==> src/sv/tbn_pkg.sv <==
// Shared types, constants and helpers for the touch baseline normalizer.
package tbn_pkg;

   // Configuration register indexes and their reset values.
   localparam logic [1:0] CSR_START_SPAN  = 2'd0;
   localparam logic [1:0] CSR_FLOOR_STEP  = 2'd1;
   localparam logic [1:0] CSR_DRIFT_DELAY = 2'd2;

   localparam logic [15:0] START_SPAN_RESET  = 16'd256;
   localparam logic [15:0] FLOOR_STEP_RESET  = 16'd1;
   localparam logic [15:0] DRIFT_DELAY_RESET = 16'd500;

   // Full-scale touch level; quotients above it are clamped.
   localparam logic [7:0] TOUCH_FULL_SCALE = 8'd255;

   // Number of quotient bits produced by the bit-serial divider.
   localparam int unsigned DIV_STEPS = 8;
   localparam int unsigned DIV_CNT_W = $clog2(DIV_STEPS);

   // Controller states.
   typedef enum logic [2:0] {
      ST_IDLE,
      ST_UPDATE,
      ST_PREP,
      ST_CHECK,
      ST_DIVIDE,
      ST_DONE
   } state_type;

   // Commands from the controller to the datapath.
   typedef struct packed {
      logic capture;
      logic update;
      logic prep;
      logic check;
      logic step;
      logic finish;
   } cmd_type;

   // Status from the datapath to the controller.
   typedef struct packed {
      logic div_done;
   } status_type;

   // Add two 16-bit levels and saturate at the top of the range.
   function automatic logic [15:0] sat_add16(input logic [15:0] a, input logic [15:0] b);
      logic [16:0] sum;
      sum = {1'b0, a} + {1'b0, b};
      return sum[16] ? 16'hFFFF : sum[15:0];
   endfunction

endpackage

==> src/sv/tbn_ctrl.sv <==
// Controller state machine and result-valid register for the touch normalizer.
module tbn_ctrl
   import tbn_pkg::*;
(
   input  logic       clock,
   input  logic       reset,
   input  logic       req_valid,
   output logic       req_stall,
   output logic       rsp_valid,
   input  logic       rsp_stall,
   output cmd_type    cmd,
   input  status_type status
);

   state_type state_ff, state_in;
   logic      rsp_valid_ff, rsp_valid_in;
   logic      out_free;

   // The result register can take a new value when empty or being drained.
   assign out_free  = !rsp_valid_ff || !rsp_stall;
   assign req_stall = (state_ff != ST_IDLE);
   assign rsp_valid = rsp_valid_ff;

   // State and result-valid registers.
   always_ff @(posedge clock) begin
      if (reset) begin
         state_ff     <= ST_IDLE;
         rsp_valid_ff <= 1'b0;
      end else begin
         state_ff     <= state_in;
         rsp_valid_ff <= rsp_valid_in;
      end
   end

   // Next state and datapath commands.
   always_comb begin
      state_in = state_ff;
      cmd      = '0;
      unique case (state_ff)
         ST_IDLE: begin
            if (req_valid) begin
               cmd.capture = 1'b1;
               state_in    = ST_UPDATE;
            end
         end
         ST_UPDATE: begin
            cmd.update = 1'b1;
            state_in   = ST_PREP;
         end
         ST_PREP: begin
            cmd.prep = 1'b1;
            state_in = ST_CHECK;
         end
         ST_CHECK: begin
            cmd.check = 1'b1;
            state_in  = ST_DIVIDE;
         end
         ST_DIVIDE: begin
            cmd.step = 1'b1;
            if (status.div_done) begin
               state_in = ST_DONE;
            end
         end
         ST_DONE: begin
            if (out_free) begin
               cmd.finish = 1'b1;
               state_in   = ST_IDLE;
            end
         end
         default: begin
            state_in = ST_IDLE;
         end
      endcase
   end

   // Result valid is set by a finished request and cleared when taken.
   always_comb begin
      rsp_valid_in = rsp_valid_ff;
      if (cmd.finish) begin
         rsp_valid_in = 1'b1;
      end else if (rsp_valid_ff && !rsp_stall) begin
         rsp_valid_in = 1'b0;
      end
   end

   // A result must never overwrite one that is still stalled.
   assert property (@(posedge clock) disable iff (reset)
      cmd.finish |-> out_free)
      else $error("result register overwritten while stalled");

   // An accepted request always starts the floor update next cycle.
   assert property (@(posedge clock) disable iff (reset)
      (req_valid && !req_stall) |=> (state_ff == ST_UPDATE))
      else $error("accepted request did not start processing");

   // The last divider step hands over to the result stage.
   assert property (@(posedge clock) disable iff (reset)
      (state_ff == ST_DIVIDE && status.div_done) |=> (state_ff == ST_DONE))
      else $error("divider completion not followed by result stage");

   // A new result only appears after a finish command.
   assert property (@(posedge clock) disable iff (reset)
      $rose(rsp_valid_ff) |-> $past(cmd.finish))
      else $error("result valid rose without a finished request");

endmodule

==> src/sv/tbn_dp.sv <==
// Datapath: configuration, floor/ceiling tracking, bit-serial divider, result register.
module tbn_dp
   import tbn_pkg::*;
(
   input  logic        clock,
   input  logic        reset,
   input  logic        csr_write,
   input  logic [1:0]  csr_index,
   input  logic [15:0] csr_wdata,
   input  logic [15:0] req_time_req,
   input  logic [15:0] req_raw_count,
   input  cmd_type     cmd,
   output status_type  status,
   output logic [7:0]  rsp_touch_level,
   output logic [11:0] rsp_raw_scaled
);

   // Configuration registers.
   logic [15:0] start_span_ff, floor_step_ff, drift_delay_ff;
   // Tracking state.
   logic [15:0] floor_ff, floor_in;
   logic [15:0] ceil_ff, ceil_in;
   logic [15:0] stamp_ff, stamp_in;
   // Captured request.
   logic [15:0] time_ff, raw_ff;
   // Divider operands and working registers.
   logic [23:0] num_ff;
   logic [15:0] den_ff;
   logic        zero_ff, sat_ff;
   logic [15:0] rem_ff;
   logic [7:0]  low_ff;
   logic [7:0]  quo_ff;
   logic [DIV_CNT_W-1:0] cnt_ff;
   // Result register.
   logic [7:0]  level_ff;
   logic [11:0] scaled_ff;

   logic [15:0] elapsed;
   logic [15:0] diff;
   logic [16:0] trial;
   logic        trial_ge;
   logic [16:0] trial_sub;
   logic [7:0]  level_in;

   // Configuration writes; indexes beyond the list are ignored.
   always_ff @(posedge clock) begin
      if (reset) begin
         start_span_ff  <= START_SPAN_RESET;
         floor_step_ff  <= FLOOR_STEP_RESET;
         drift_delay_ff <= DRIFT_DELAY_RESET;
      end else if (csr_write) begin
         unique case (csr_index)
            CSR_START_SPAN:  start_span_ff  <= csr_wdata;
            CSR_FLOOR_STEP:  floor_step_ff  <= csr_wdata;
            CSR_DRIFT_DELAY: drift_delay_ff <= csr_wdata;
            default: begin
            end
         endcase
      end
   end

   // Floor, ceiling and stamp update for one sample.
   assign elapsed = time_ff - stamp_ff;

   always_comb begin
      floor_in = floor_ff;
      ceil_in  = ceil_ff;
      stamp_in = stamp_ff;
      if (floor_ff == 16'd0) begin
         floor_in = raw_ff;
         ceil_in  = sat_add16(raw_ff, start_span_ff);
      end else begin
         if (raw_ff <= floor_ff) begin
            floor_in = raw_ff;
            stamp_in = time_ff;
         end else if (elapsed > drift_delay_ff) begin
            floor_in = sat_add16(floor_ff, floor_step_ff);
            stamp_in = time_ff;
         end
         if (raw_ff > ceil_ff) begin
            ceil_in = raw_ff;
         end
      end
   end

   always_ff @(posedge clock) begin
      if (reset) begin
         floor_ff <= '0;
         ceil_ff  <= '0;
         stamp_ff <= '0;
      end else if (cmd.update) begin
         floor_ff <= floor_in;
         ceil_ff  <= ceil_in;
         stamp_ff <= stamp_in;
      end
   end

   // Request capture.
   always_ff @(posedge clock) begin
      if (cmd.capture) begin
         time_ff <= req_time_req;
         raw_ff  <= req_raw_count;
      end
   end

   // Numerator is (raw - floor) * 255, formed as a shift and a subtract.
   assign diff = raw_ff - floor_ff;

   // One restoring division step on the remainder and next numerator bit.
   assign trial     = {rem_ff, low_ff[7]};
   assign trial_ge  = (trial >= {1'b0, den_ff});
   assign trial_sub = trial - {1'b0, den_ff};

   always_ff @(posedge clock) begin
      if (cmd.prep) begin
         num_ff  <= {diff, 8'd0} - {8'd0, diff};
         den_ff  <= ceil_ff - floor_ff;
         zero_ff <= !((raw_ff > floor_ff) && (ceil_ff > floor_ff));
      end
      if (cmd.check) begin
         // A quotient of 256 or more clamps; otherwise the top bits fit below den.
         sat_ff <= (num_ff >= {den_ff, 8'd0});
         rem_ff <= num_ff[23:8];
         low_ff <= num_ff[7:0];
         quo_ff <= '0;
         cnt_ff <= '0;
      end else if (cmd.step) begin
         rem_ff <= trial_ge ? trial_sub[15:0] : trial[15:0];
         low_ff <= {low_ff[6:0], 1'b0};
         quo_ff <= {quo_ff[6:0], trial_ge};
         cnt_ff <= cnt_ff + 1'b1;
      end
   end

   assign status.div_done = (cnt_ff == DIV_CNT_W'(DIV_STEPS - 1));

   // Final level selection and result register.
   always_comb begin
      priority if (zero_ff) begin
         level_in = '0;
      end else if (sat_ff) begin
         level_in = TOUCH_FULL_SCALE;
      end else begin
         level_in = quo_ff;
      end
   end

   always_ff @(posedge clock) begin
      if (cmd.finish) begin
         level_ff  <= level_in;
         scaled_ff <= raw_ff[15:4];
      end
   end

   assign rsp_touch_level = level_ff;
   assign rsp_raw_scaled  = scaled_ff;

endmodule

==> src/sv/touch_baseline_normalizer.sv <==
// Top level of the capacitive touch baseline normalizer.
//
//   Channel  Direction  Handshake          Payload
//   req      in         req_valid/stall    req_time_req[15:0], req_raw_count[15:0]
//   rsp      out        rsp_valid/stall    rsp_touch_level[7:0], rsp_raw_scaled[11:0]
//   csr      in         csr_valid/ready    csr_index[1:0], csr_wdata[15:0]
//
// Each request runs from acceptance to the next acceptance through a floor and
// ceiling update, numerator setup, a clamp check, eight restoring divider steps, the
// result stage and the idle state in which the next request is accepted.
// A new request is accepted while the previous result still waits in the output
// register; a stalled result only holds the request in its final stage.
// Reset clears floor, ceiling and stamp and restores the defaults; csr is always ready.
module touch_baseline_normalizer
   import tbn_pkg::*;
(
   input  logic        clock,
   input  logic        reset,
   input  logic        req_valid,
   output logic        req_stall,
   input  logic [15:0] req_time_req,
   input  logic [15:0] req_raw_count,
   output logic        rsp_valid,
   input  logic        rsp_stall,
   output logic [7:0]  rsp_touch_level,
   output logic [11:0] rsp_raw_scaled,
   input  logic        csr_valid,
   output logic        csr_ready,
   input  logic [1:0]  csr_index,
   input  logic [15:0] csr_wdata
);

   cmd_type    cmd;
   status_type status;

   assign csr_ready = 1'b1;

   // Sequencing of one request at a time.
   tbn_ctrl u_ctrl (
      .clock     (clock),
      .reset     (reset),
      .req_valid (req_valid),
      .req_stall (req_stall),
      .rsp_valid (rsp_valid),
      .rsp_stall (rsp_stall),
      .cmd       (cmd),
      .status    (status)
   );

   // Tracking state, divider and result register.
   tbn_dp u_dp (
      .clock           (clock),
      .reset           (reset),
      .csr_write       (csr_valid && csr_ready),
      .csr_index       (csr_index),
      .csr_wdata       (csr_wdata),
      .req_time_req    (req_time_req),
      .req_raw_count   (req_raw_count),
      .cmd             (cmd),
      .status          (status),
      .rsp_touch_level (rsp_touch_level),
      .rsp_raw_scaled  (rsp_raw_scaled)
   );

endmodule
==> config.mk <==
export PLATFORM = sky130hd
export DESIGN_NAME = touch_baseline_normalizer
export DESIGN_NICKNAME = d
export VERILOG_FILES = /design/src/sv/tbn_pkg.sv /design/src/sv/tbn_ctrl.sv /design/src/sv/tbn_dp.sv /design/src/sv/touch_baseline_normalizer.sv
export SDC_FILE = /design/constraint.sdc
export NUM_CORES = 1
export LEC_CHECK = 0
export BUFFER_PORTS_ARGS = -buffer_cell sky130_fd_sc_hd__clkbuf_2
export CAP_MARGIN = 10
export CORE_ASPECT_RATIO = 1.25
export CORE_MARGIN = 2
export CORE_UTILIZATION = 46
export CTS_CLUSTER_SIZE = 16
export DETAILED_ROUTE_END_ITERATION = 6
export PLACE_DENSITY = 0.66
export REMOVE_ABC_BUFFERS = 1
export SLEW_MARGIN = 15
export SYNTH_ARGS = -nofsm -noshare
export SYNTH_HDL_FRONTEND = slang
export SYNTH_SLANG_ARGS = --single-unit
==> constraint.sdc <==
create_clock -name clock -period 4.62 [get_ports clock]
set_clock_uncertainty 0.15 [all_clocks]
set_input_delay 0.693 -clock clock [delete_from_list [all_inputs] [get_ports clock]]
set_output_delay 0.693 -clock clock [all_outputs]
set_load 0.02 [all_outputs]
==> results.md, run 1 <==
- RSZ-0062 raised after global routing: true
- Chip height: 203 um
- Int Pwr: 6360 uW
- Root Driver: clkbuf_16
- CTS H-tree depth: 1
- Biggest area consumer among synthesized cells: edfxtp_1
- Pre-antenna DRT Iters: 4
- FMAX: 228 MHz
- Met1 WL: 13800 um
- CP required: 4.73 ns
- Flops & latches, synth: 229
- Grt ovf: 0
- # fillers: 2836
- Initial antenna violation count: 0
- Switching component of the power: 4320 uW
- Placer Congestion: 0.860
- Yosys cell types: 101
- Slew Limit Fails: 0
- CTS buffer count: 26
- Gr usage total: 0.210
- Row cnt: 72
- MaxCap Viol Count: 0
- Residual DRC count: 0
- Period Utilization, post-route: 0.949
- Top post-synthesis cells by area: edfxtp_1, dfxtp_1, ha_1
- Synth Cell Area: 14600 sq um
- Global-route wire length before repair: 56800 um
- Worst VDD drop: 0.000360 V
- CTS tree: yes
- Clock net sink count: 229
- Post-synth EDFFs: 118
- Endpoints failing hold: 0
- Vias in the first global route: 11554
- HPWL Detailed: 26800 um
- Share of cells above drive strength 1: 0.132
- Flip-flop count of the largest register after layout: 24
- Leading cell types in the layout, fill and taps excluded: nor2_1, ha_1, nand2_1, inv_1, edfxtp_1
- Ys async rst share: 0
- Clk_lat worst skew: 0.53 ns
- Sequential share of power: 0.273
- Critical path endpoint category: register
- P_leak: 0.00690 uW
- Clock-pin slew on the worst setup and hold paths: 0.06 ns
- Comb power frac: 0.540
- Die width: 163 um
- Cells after Synth: 1540
- Synth Flop Type: edfxtp_1
- Final ANT Viol Nets: 0
- Status: finished, final reports clean
- Clock power share: 0.187
- Minimum clock period: 4.39 ns
- Top reg by flops: u_dp.num_ff
- Synth Warn #: 0
- Slew @ Worst Pin: 1.13 ns
- Crit Path Max Fanout: 3
- Flip-flop and latch area: 5770 sq um
- Area of the multi-input gates: 8280 sq um
- Final #Nets: 1858
- Core Area: 31100 sq um
- Inst Count DP: 2017
- CTS hold repair buffers: 0
- Met3 routed WL: 1250 um
- Fin util: 0.534
- Share of the synthesized area in the top cell type: 0.243
- Die area: 33100 sq um
- I/O pin cnt: 78
- CP startpoint kind: register
- Area growth syn-to-layout: 13.9%
- Initial core utilization: 0.469
- Seq/Total Area, Yosys: 0.395
- Highest metal used: met4
- Largest net degree at the start of global routing: 53
- Clock Path Buffers: 3
- Syn avg cell area: 9.47 sq um
- Hold crit path type: in -> reg
- WL/cell: 16.6 um
- Met2 wire length: 18200 um
- Crit Path Category: reg -> reg
- Antenna cells: 0
- Rel. slew slack: 0.244
- Setup violators final: 0
- Total wire length: 34400 um
- Sw frac: 0.405
- Initial DRC count: 661
- Non-filler cells in the finished layout: 2070
- Via density: 5.48
- Vias: 11351
- Buffers on Ports: 76
- Pwr dens: 643 nW/um^2
- Arrival time worst endpoint: 4.50 ns
-- cells in the mapped netlist (12+ instances only) --
cell and number:
a21o_1 32, a21oi_1 107, a32o_1 14, clkbuf_1 36, dfxtp_1 111, edfxtp_1 118, ha_1 154, inv_1 124
mux2i_1 29, nand2_1 149, nand2b_1 26, nand3_1 15, nand3b_1 12, nand4_1 19, nor2_1 156, nor2b_1 25
nor3_1 20, nor4_1 12, o21a_1 27, o21ai_0 45, o32ai_1 12, or3_1 12, xnor2_1 66, xor2_1 13
-- worst max-delay path, stage by stage (launching register included) --
cell	delay, ns
edfxtp_1	0.42
inv_1	0.13
ha_1	0.18
inv_1	0.05
fa_1	0.38
a21o_2	0.28
a22oi_1	0.15
a21oi_1	0.10
xor2_1	0.35
inv_1	0.11
ha_1	0.22
a21o_1	0.18
a21o_1	0.19
a21o_2	0.23
a21o_2	0.21
a41oi_2	0.20
o2111ai_2	0.20
nand4b_1	0.23
xor2_1	0.16
-- per-stage QoR --
stage                     worst slack, ns  TNS (ns)  power, uW  area (sq um)  hold slack (ns)
after global placement             -0.136     -1.63       8450         15600            0.293
final                               0.235         0      10700         16600            0.186
after detailed placement           -0.239     -4.06       8580         15600            0.302
after global routing              -0.0483   -0.0961      11500         16600            0.166
after floorplan                    -0.153     -2.44       7090         14400            0.280
after CTS                          0.0597         0      10700         16500            0.160
-- kinds of logic after synthesis --
logic type | share of synthesized area
and+or+nand+nor | 0.166
other | 0.000257
AOI/OAI and AO/OA | 0.181
xor gates and xnor gates | 0.0519
buffers and inverters | 0.0457
DFF | 0.395
adders and majority gates | 0.140
muxes | 0.0199
-- power by group through the flow --
| stage | clock, uW | combinational (uW) | sequential (uW) |
|---|---|---|---|
| finish | 1990 | 5760 | 2920 |
| global route | 2120 | 6450 | 2960 |
| CTS | 2050 | 5710 | 2920 |
| detailed placement | 0 | 5620 | 2960 |
| global placement | 0 | 5500 | 2950 |
| floorplan | 0 | 4190 | 2900 |
-- repair_timing --
item                       in CTS  in global routing
pin swaps                       9                  5
setup endpoints to repair      32                 32
gates resized for setup        14                 19
hold endpoints to repair        0                  0
buffers inserted                3                  0
gates cloned                    2                  0
-- worst paths after layout --
kind,start,end,slack (ns),depth (start not counted)
worst min-delay path,req_time_req[7],u_dp.time_ff[7]$_DFFE_PP_,0.19,1
worst min register to register,u_dp.drift_delay_ff[3]$_SDFFE_PP0P_,u_dp.drift_delay_ff[3]$_SDFFE_PP0P_,0.31,2
worst max register to register,u_dp.raw_ff[0]$_DFFE_PP_,u_dp.num_ff[23]$_DFFE_PN_,0.23,18
worst max-delay path,u_dp.raw_ff[0]$_DFFE_PP_,u_dp.num_ff[23]$_DFFE_PN_,0.23,18
-- final cells by class --
type                            instances  share of cell area
Inverter                              125              0.0283
Timing Repair Buffer                  121              0.0457
Multi-Input combinational cell       1140               0.499
Sequential cell                       229               0.347
Clock inverter                         12             0.00663
Tap cell                              407              0.0307
Clock buffer                           36              0.0427
-- layer usage --
metal,up-vias,track usage
met5,-,0
met4,0,0.0815
met3,78,0.0245
met2,209,0.401
li1,5767,-
met1,5297,0.235
(Power assumes the default switching activity.)
==> inputs of run 2 (changes only) <==
Settings changed: CELL_PAD_IN_SITES_DETAIL_PLACEMENT set to 1, CELL_PAD_IN_SITES_GLOBAL_PLACEMENT set to 2, CORE_UTILIZATION 46 to 36, PLACE_DENSITY 0.66 to 0.78.
==> run 2 against run 1 <==
  * Critical path depth fell by 3
  * Register-to-register slack got worse by 0.03 ns
  * Power rose by 6.3%
  * Non-clock buffer count rose by 12
  * Cell count rose by 5.4%
  * Largest cell class unchanged
  * Hold slack got worse by 0.027 ns
  * Sequential power barely moved
  * Combinational power rose by 6.1%
  * Routed wire length rose by 16%
==> results.md, run 2 (same netlist as run 1, synthesis figures left out) <==
- CTS buffer count: 27
- Area growth syn-to-layout: 16.5%
- Critical path endpoint category: register
- Flip-flop count of the largest register after layout: 24
- Clock net sink count: 229
- MaxCap Viol Count: 0
- Placer Congestion: 0.861
- Pre-antenna DRT Iters: 4
- Chip height: 229 um
- Total power: 11400 uW
- Worst hold margin: 0.159 ns
- Clock-pin slew on the worst setup and hold paths: 0.06 ns
- Crit Path Category: reg -> reg
- Initial core utilization: 0.364
- Buffers on Ports: 76
- Vias: 11611
- Setup violators final: 0
- I/O pin cnt: 78
- CTS H-tree depth: 1
- Share of cells above drive strength 1: 0.147
- Area of the multi-input gates: 8320 sq um
- Worst VDD drop: 0.000357 V
- Gr usage total: 0.191
- Crit Path Max Fanout: 8
- Pwr dens: 668 nW/um^2
- P_leak: 0.00705 uW
- CTS tree: yes
- Leading cell types in the layout, fill and taps excluded: nor2_1, ha_1, nand2_1, inv_1, edfxtp_1
- HPWL Detailed: 31600 um
- Largest net degree at the start of global routing: 48
- Flip-flop and latch area: 5770 sq um
- CP required: 4.77 ns
- Grt ovf: 0
- Endpoints failing hold: 0
- Launch point of the worst path: u_dp.floor_ff[2]$_SDFFE_PP0P_
- Row cnt: 82
- RSZ-0062 raised after global routing: false
- Slew Limit Fails: 0
- Arrival time worst endpoint: 4.56 ns
- Dpl ws: -0.561 ns
- Residual DRC count: 0
- Non-filler cells in the finished layout: 2182
- Top reg by flops: u_dp.num_ff
- Initial antenna violation count: 0
- Final #Nets: 1872
- Setup_tns: 0 ns
- Initial DRC count: 362
- CTS hold repair buffers: 0
- Global-route wire length before repair: 64100 um
- Vias in the first global route: 12592
- Core Area: 40000 sq um
- Clk_lat worst skew: 0.56 ns
- Minimum clock period: 4.41 ns
- Die area: 42100 sq um
- PnR worst setup slack: 0.209 ns
- Die width: 184 um
- Via density: 5.32
- Inst Count DP: 2126
- Clock Path Buffers: 3
- Period Utilization, post-route: 0.955
- Total wire length: 39800 um
- Reg2reg end: u_dp.num_ff[23]$_DFFE_PN_
- Worst flop-to-flop path startpoint: u_dp.floor_ff[2]$_SDFFE_PP0P_
- Rel. slew slack: 0.258
- Status: finished, final reports clean
- CP startpoint kind: register
- Antenna cells: 0
- Worst setup path end: u_dp.num_ff[23]$_DFFE_PN_
- # fillers: 4579
- Slew @ Worst Pin: 1.11 ns
- Root Driver: clkbuf_16
- Reg2reg path depth: 15
- Reg2reg setup slack: 0.21 ns
- Final ANT Viol Nets: 0
- FMAX: 227 MHz
- WL/cell: 18.3 um
- Hold crit path type: in -> reg
-- run 2: cell count changes in the layout (fill, tap and decap cells not counted), sizes merged --
cell and change:
and2b +1, buf +12, bufinv +4, clkbuf -5, clkinv +1, inv +2
-- run 2: final cells by class --
type,count,share of cell area
repair buffers,133,0.0497
multi-input cells,1141,0.490
clock inverters,19,0.0152
well taps,504,0.0371
clock buffers,31,0.0413
inverters,125,0.0276
flip-flops and latches,229,0.339
-- run 2: worst min-delay path by stage --
stage | start | end | slack, ns | depth (start not counted)
final | req_time_req[13] | u_dp.time_ff[13]$_DFFE_PP_ | 0.16 | 1
after global routing | req_time_req[13] | u_dp.time_ff[13]$_DFFE_PP_ | 0.14 | 1
after CTS | req_time_req[13] | u_dp.time_ff[13]$_DFFE_PP_ | 0.13 | 1
after detailed placement | u_dp.drift_delay_ff[10]$_SDFFE_PP0P_ | u_dp.drift_delay_ff[10]$_SDFFE_PP0P_ | 0.30 | 2
after global placement | u_dp.drift_delay_ff[11]$_SDFFE_PP0P_ | u_dp.drift_delay_ff[11]$_SDFFE_PP0P_ | 0.29 | 2
after floorplan | u_dp.drift_delay_ff[10]$_SDFFE_PP0P_ | u_dp.drift_delay_ff[10]$_SDFFE_PP0P_ | 0.28 | 2
-- run 2: critical path, stage by stage (launching register included) --
cell and delay, ns:
dfxtp_1 0.44, inv_1 0.12, ha_1 0.45, o211ai_1 0.12
a21o_1 0.25, a21o_4 0.24, o221ai_1 0.36, ha_1 0.37
a21o_1 0.20, a21o_1 0.19, a21o_2 0.23, a21o_2 0.23
a41oi_4 0.20, o2111ai_2 0.20, nand4b_1 0.24, xor2_1 0.18
-- run 2: layer usage --
metal	GRT usage	routed length, um
met1	0.198	15600
met2	0.387	22000
met3	0.0200	884
met4	0.0673	1380
met5	0	0
-- run 2: what timing repair did --
action,CTS,global route
setup buffers,2,3
resized for setup,19,16
gates cloned,1,1
pin swaps,16,7
setup endpoints to repair,32,35
-- run 2: per-stage QoR --
step                      cell area, sq um  utilization
final                                17000        0.424
after floorplan                      14400            -
after global routing                 17000        0.424
after global placement               15800        0.395
after detailed placement             15800        0.395
after CTS                            16900        0.421
-- run 2: power by group --
part           internal, uW  switching (uW)
clock                  1430             892
combinational          2570            3540
sequential             2710             217
total                  6700            4650
==> inputs of run 3 (changes only) <==
Settings changed: ABC_AREA set to 1, CORE_UTILIZATION 36 to 33, PLACE_DENSITY 0.78 to 0.77.
==> run 3 against run 2 <==
  * Non-clock buffer count decreased by 39
  * Area after synthesis increased by 6.2%
  * Critical path depth increased by 9
  * First-iteration DRC count increased by 29%
  * Clock power decreased by 8.6%
  * Routed wire length increased by 25%
  * Count of clock-buffer cells in the layout increased by 7
  * Maximum frequency increased by 8.5%
  * Synthesized cell count increased by 33%
  * Global-route usage increased by 1.7 points
  * Power increased by 17%
  * Largest power group unchanged
  * Highest routed layer unchanged
==> results.md, run 3 <==
- Status: finished, final reports clean
- Comb power frac: 0.577
- Flip-flop count of the largest register after layout: 24
- WL/cell: 18.2 um
- CTS buffer count: 27
- Fin util: 0.377
- Postcts setup bufs: 0
- Slew Limit Fails: 0
- Die width: 198 um
- Hold crit path type: in -> reg
- Synth Flop Type: edfxtp_1
- Global-route wire length before repair: 78900 um
- Gr usage total: 0.208
- Int Pwr: 6910 uW
- Dpl ws: 0.400 ns
- MaxCap Viol Count: 0
- Area growth syn-to-layout: 12.7%
- Top post-synthesis cells by count: nand2_1, inv_1, nor2_1
- Top post-synthesis cells by area: edfxtp_1, dfxtp_1, ha_1
- Largest net degree at the start of global routing: 55
- Core Area: 46200 sq um
- Clock power share: 0.160
- Reg2reg setup slack: 0.55 ns
- Most common cell after layout, fill and taps aside: nand2_1
- Reg2reg end: u_dp.floor_ff[0]$_SDFFE_PP0P_
- Root Driver: clkbuf_16
- Synth Cell Area: 15500 sq um
- Share of cells above drive strength 1: 0.0839
- Seq/Total Area, Yosys: 0.373
- Critical path endpoint category: register
- Buffers on Ports: 76
- Post-synth EDFFs: 118
- Minimum clock period: 4.07 ns
- CP required: 4.95 ns
- Yosys cell types: 50
- Vias: 13683
- FMAX: 246 MHz
- Biggest area consumer among synthesized cells: edfxtp_1
- Sequential share of power: 0.263
- Launch point of the worst path: u_dp.time_ff[0]$_DFFE_PP_
- Vias in the first global route: 14641
- Setup violators final: 0
- Worst hold margin: 0.149 ns
- Slew @ Worst Pin: 1.12 ns
- Switching component of the power: 6320 uW
- Crit Path Category: reg -> reg
- Pre-antenna DRT Iters: 4
- Most frequent cell after synthesis: nand2_1
- Die area: 48700 sq um
- Period Utilization, post-route: 0.880
- Worst flop-to-flop path startpoint: u_dp.time_ff[0]$_DFFE_PP_
- Final ANT Viol Nets: 0
- Pwr dens: 759 nW/um^2
- Clock Path Buffers: 3
- CTS tree: yes
- Chip height: 246 um
- RSZ-0062 raised after global routing: false
- Rel. slew slack: 0.253
- Residual DRC count: 0
- Clock net sink count: 229
- Arrival time worst endpoint: 4.40 ns
- Initial antenna violation count: 0
- Endpoints failing hold: 0
- Via density: 4.99
- Ys async rst share: 0
- Syn avg cell area: 7.55 sq um
- CTS H-tree depth: 1
- Flops & latches, synth: 229
- Top reg by flops: u_dp.num_ff
- Synth Warn #: 0
- Antenna cells: 0
- I/O pin cnt: 78
- Clk_lat worst skew: 0.57 ns
- P_leak: 0.00814 uW
- Setup_tns: 0 ns
- CP startpoint kind: register
- Cells after Synth: 2051
- Sw frac: 0.477
- Worst setup path end: u_dp.floor_ff[0]$_SDFFE_PP0P_
- Crit Path Max Fanout: 17
- Worst VDD drop: 0.000364 V
- Leading cell types in the layout, fill and taps excluded: nand2_1, inv_1, nor2_1, a21oi_1, ha_1
- Initial DRC count: 467
- Reg2reg path depth: 24
- PnR worst setup slack: 0.554 ns
- Final #Nets: 2351
- Grt ovf: 0
- Total wire length: 49800 um
- Share of the synthesized area in the top cell type: 0.229
- Row cnt: 88
- # fillers: 5762
- Placer Congestion: 0.903
- Initial core utilization: 0.335
- HPWL Detailed: 41200 um
- CTS hold repair buffers: 0
- Clock-pin slew on the worst setup and hold paths: 0.06 ns
[run 3: cell types whose count changed after synthesis, moves of 25 or more]
cell / change
nor2b_1: -25
inv_1: +162
nand2b_1: -26
xor2_1: +30
mux2i_1: -29
nand3_1: +72
nor2_1: +58
a21o_1: -26
o21a_1: -26
nand2_1: +334
xnor2_1: -33
o21ai_0: +84
a21oi_1: +62
[run 3: cell type report]
type	count	area, sq um	share of cell area
flip-flops and latches	229	5770	0.331
clock inverters	12	114	0.00653
multi-input cells	1489	8450	0.485
well taps	585	732	0.0420
inverters	295	1110	0.0635
repair buffers	94	515	0.0296
clock buffers	38	751	0.0431
[run 3: what timing repair did]
| action | CTS | global route |
|---|---|---|
| gates resized for setup | 0 | 2 |
| endpoints found under the setup margin | 0 | 24 |
| endpoints found under the hold margin | 0 | 0 |
[run 3: worst max-delay path: stages, from the launching register on]
cell and delay [ns]:
edfxtp_1 0.35, inv_1 0.05, ha_1 0.21, fa_1 0.40, inv_1 0.07, nand3_1 0.08, a21oi_1 0.16, nor2_1 0.08
o21ai_0 0.24, a21boi_0 0.18, o21ai_0 0.25, nand2_1 0.08, inv_1 0.06, nor2_1 0.04, ha_1 0.26, nand2_1 0.08
nor3_2 0.19, nand2_1 0.07, nand2_1 0.06, nand2_1 0.10, nand3_4 0.13, nand2_4 0.15, inv_2 0.28, o21ai_0 0.12
nor2_1 0.13
[run 3: layer usage]
metal / track usage / vias up / part of all wire
li1: - / 6913 / -
met1: 0.220 / 6526 / 0.39
met2: 0.413 / 168 / 0.54
met3: 0.0179 / 76 / 0.020
met4: 0.0938 / 0 / 0.045
met5: 0 / - / 0
[run 3: logic make-up after synthesis]
logic type | after synthesis | synth area share
xor gates and xnor gates | 76 | 0.0430
AOI/OAI and AO/OA | 377 | 0.132
adders and majority gates | 160 | 0.132
other | 1 | 0.000242
and+or+nand+nor | 875 | 0.237
buffers and inverters | 333 | 0.0836
DFF | 229 | 0.373
[run 3: worst min-delay path by stage]
stage,startpoint,cells past startpoint,endpoint
2_1_floorplan,u_dp.start_span_ff[8]$_SDFFE_PP1P_,2,u_dp.start_span_ff[8]$_SDFFE_PP1P_
3_3_place_gp,u_dp.stamp_ff[10]$_SDFFE_PP0P_,2,u_dp.stamp_ff[10]$_SDFFE_PP0P_
3_5_place_dp,u_dp.stamp_ff[5]$_SDFFE_PP0P_,2,u_dp.stamp_ff[5]$_SDFFE_PP0P_
4_1_cts,req_raw_count[7],1,u_dp.raw_ff[7]$_DFFE_PP_
5_1_grt,req_raw_count[14],1,u_dp.raw_ff[14]$_DFFE_PP_
6_report,req_raw_count[7],1,u_dp.raw_ff[7]$_DFFE_PP_
[run 3: power by group through the flow]
stage / combinational (uW) / sequential [uW] / clock, uW
detailed placement: 7690 / 3530 / 0
finish: 7630 / 3480 / 2120
global route: 8730 / 3540 / 2250
CTS: 7740 / 3490 / 2180
floorplan: 5510 / 3370 / 0
global placement: 7500 / 3510 / 0
[run 3: per-stage QoR]
step                area (sq um)  total power (uW)  cells
floorplan                  15300              8890   2013
global placement           16600             11000   2692
detailed placement         16600             11200   2692
CTS                        17400             13400   2742
global route               17400             14500   2742
finish                     17400             13200   2742
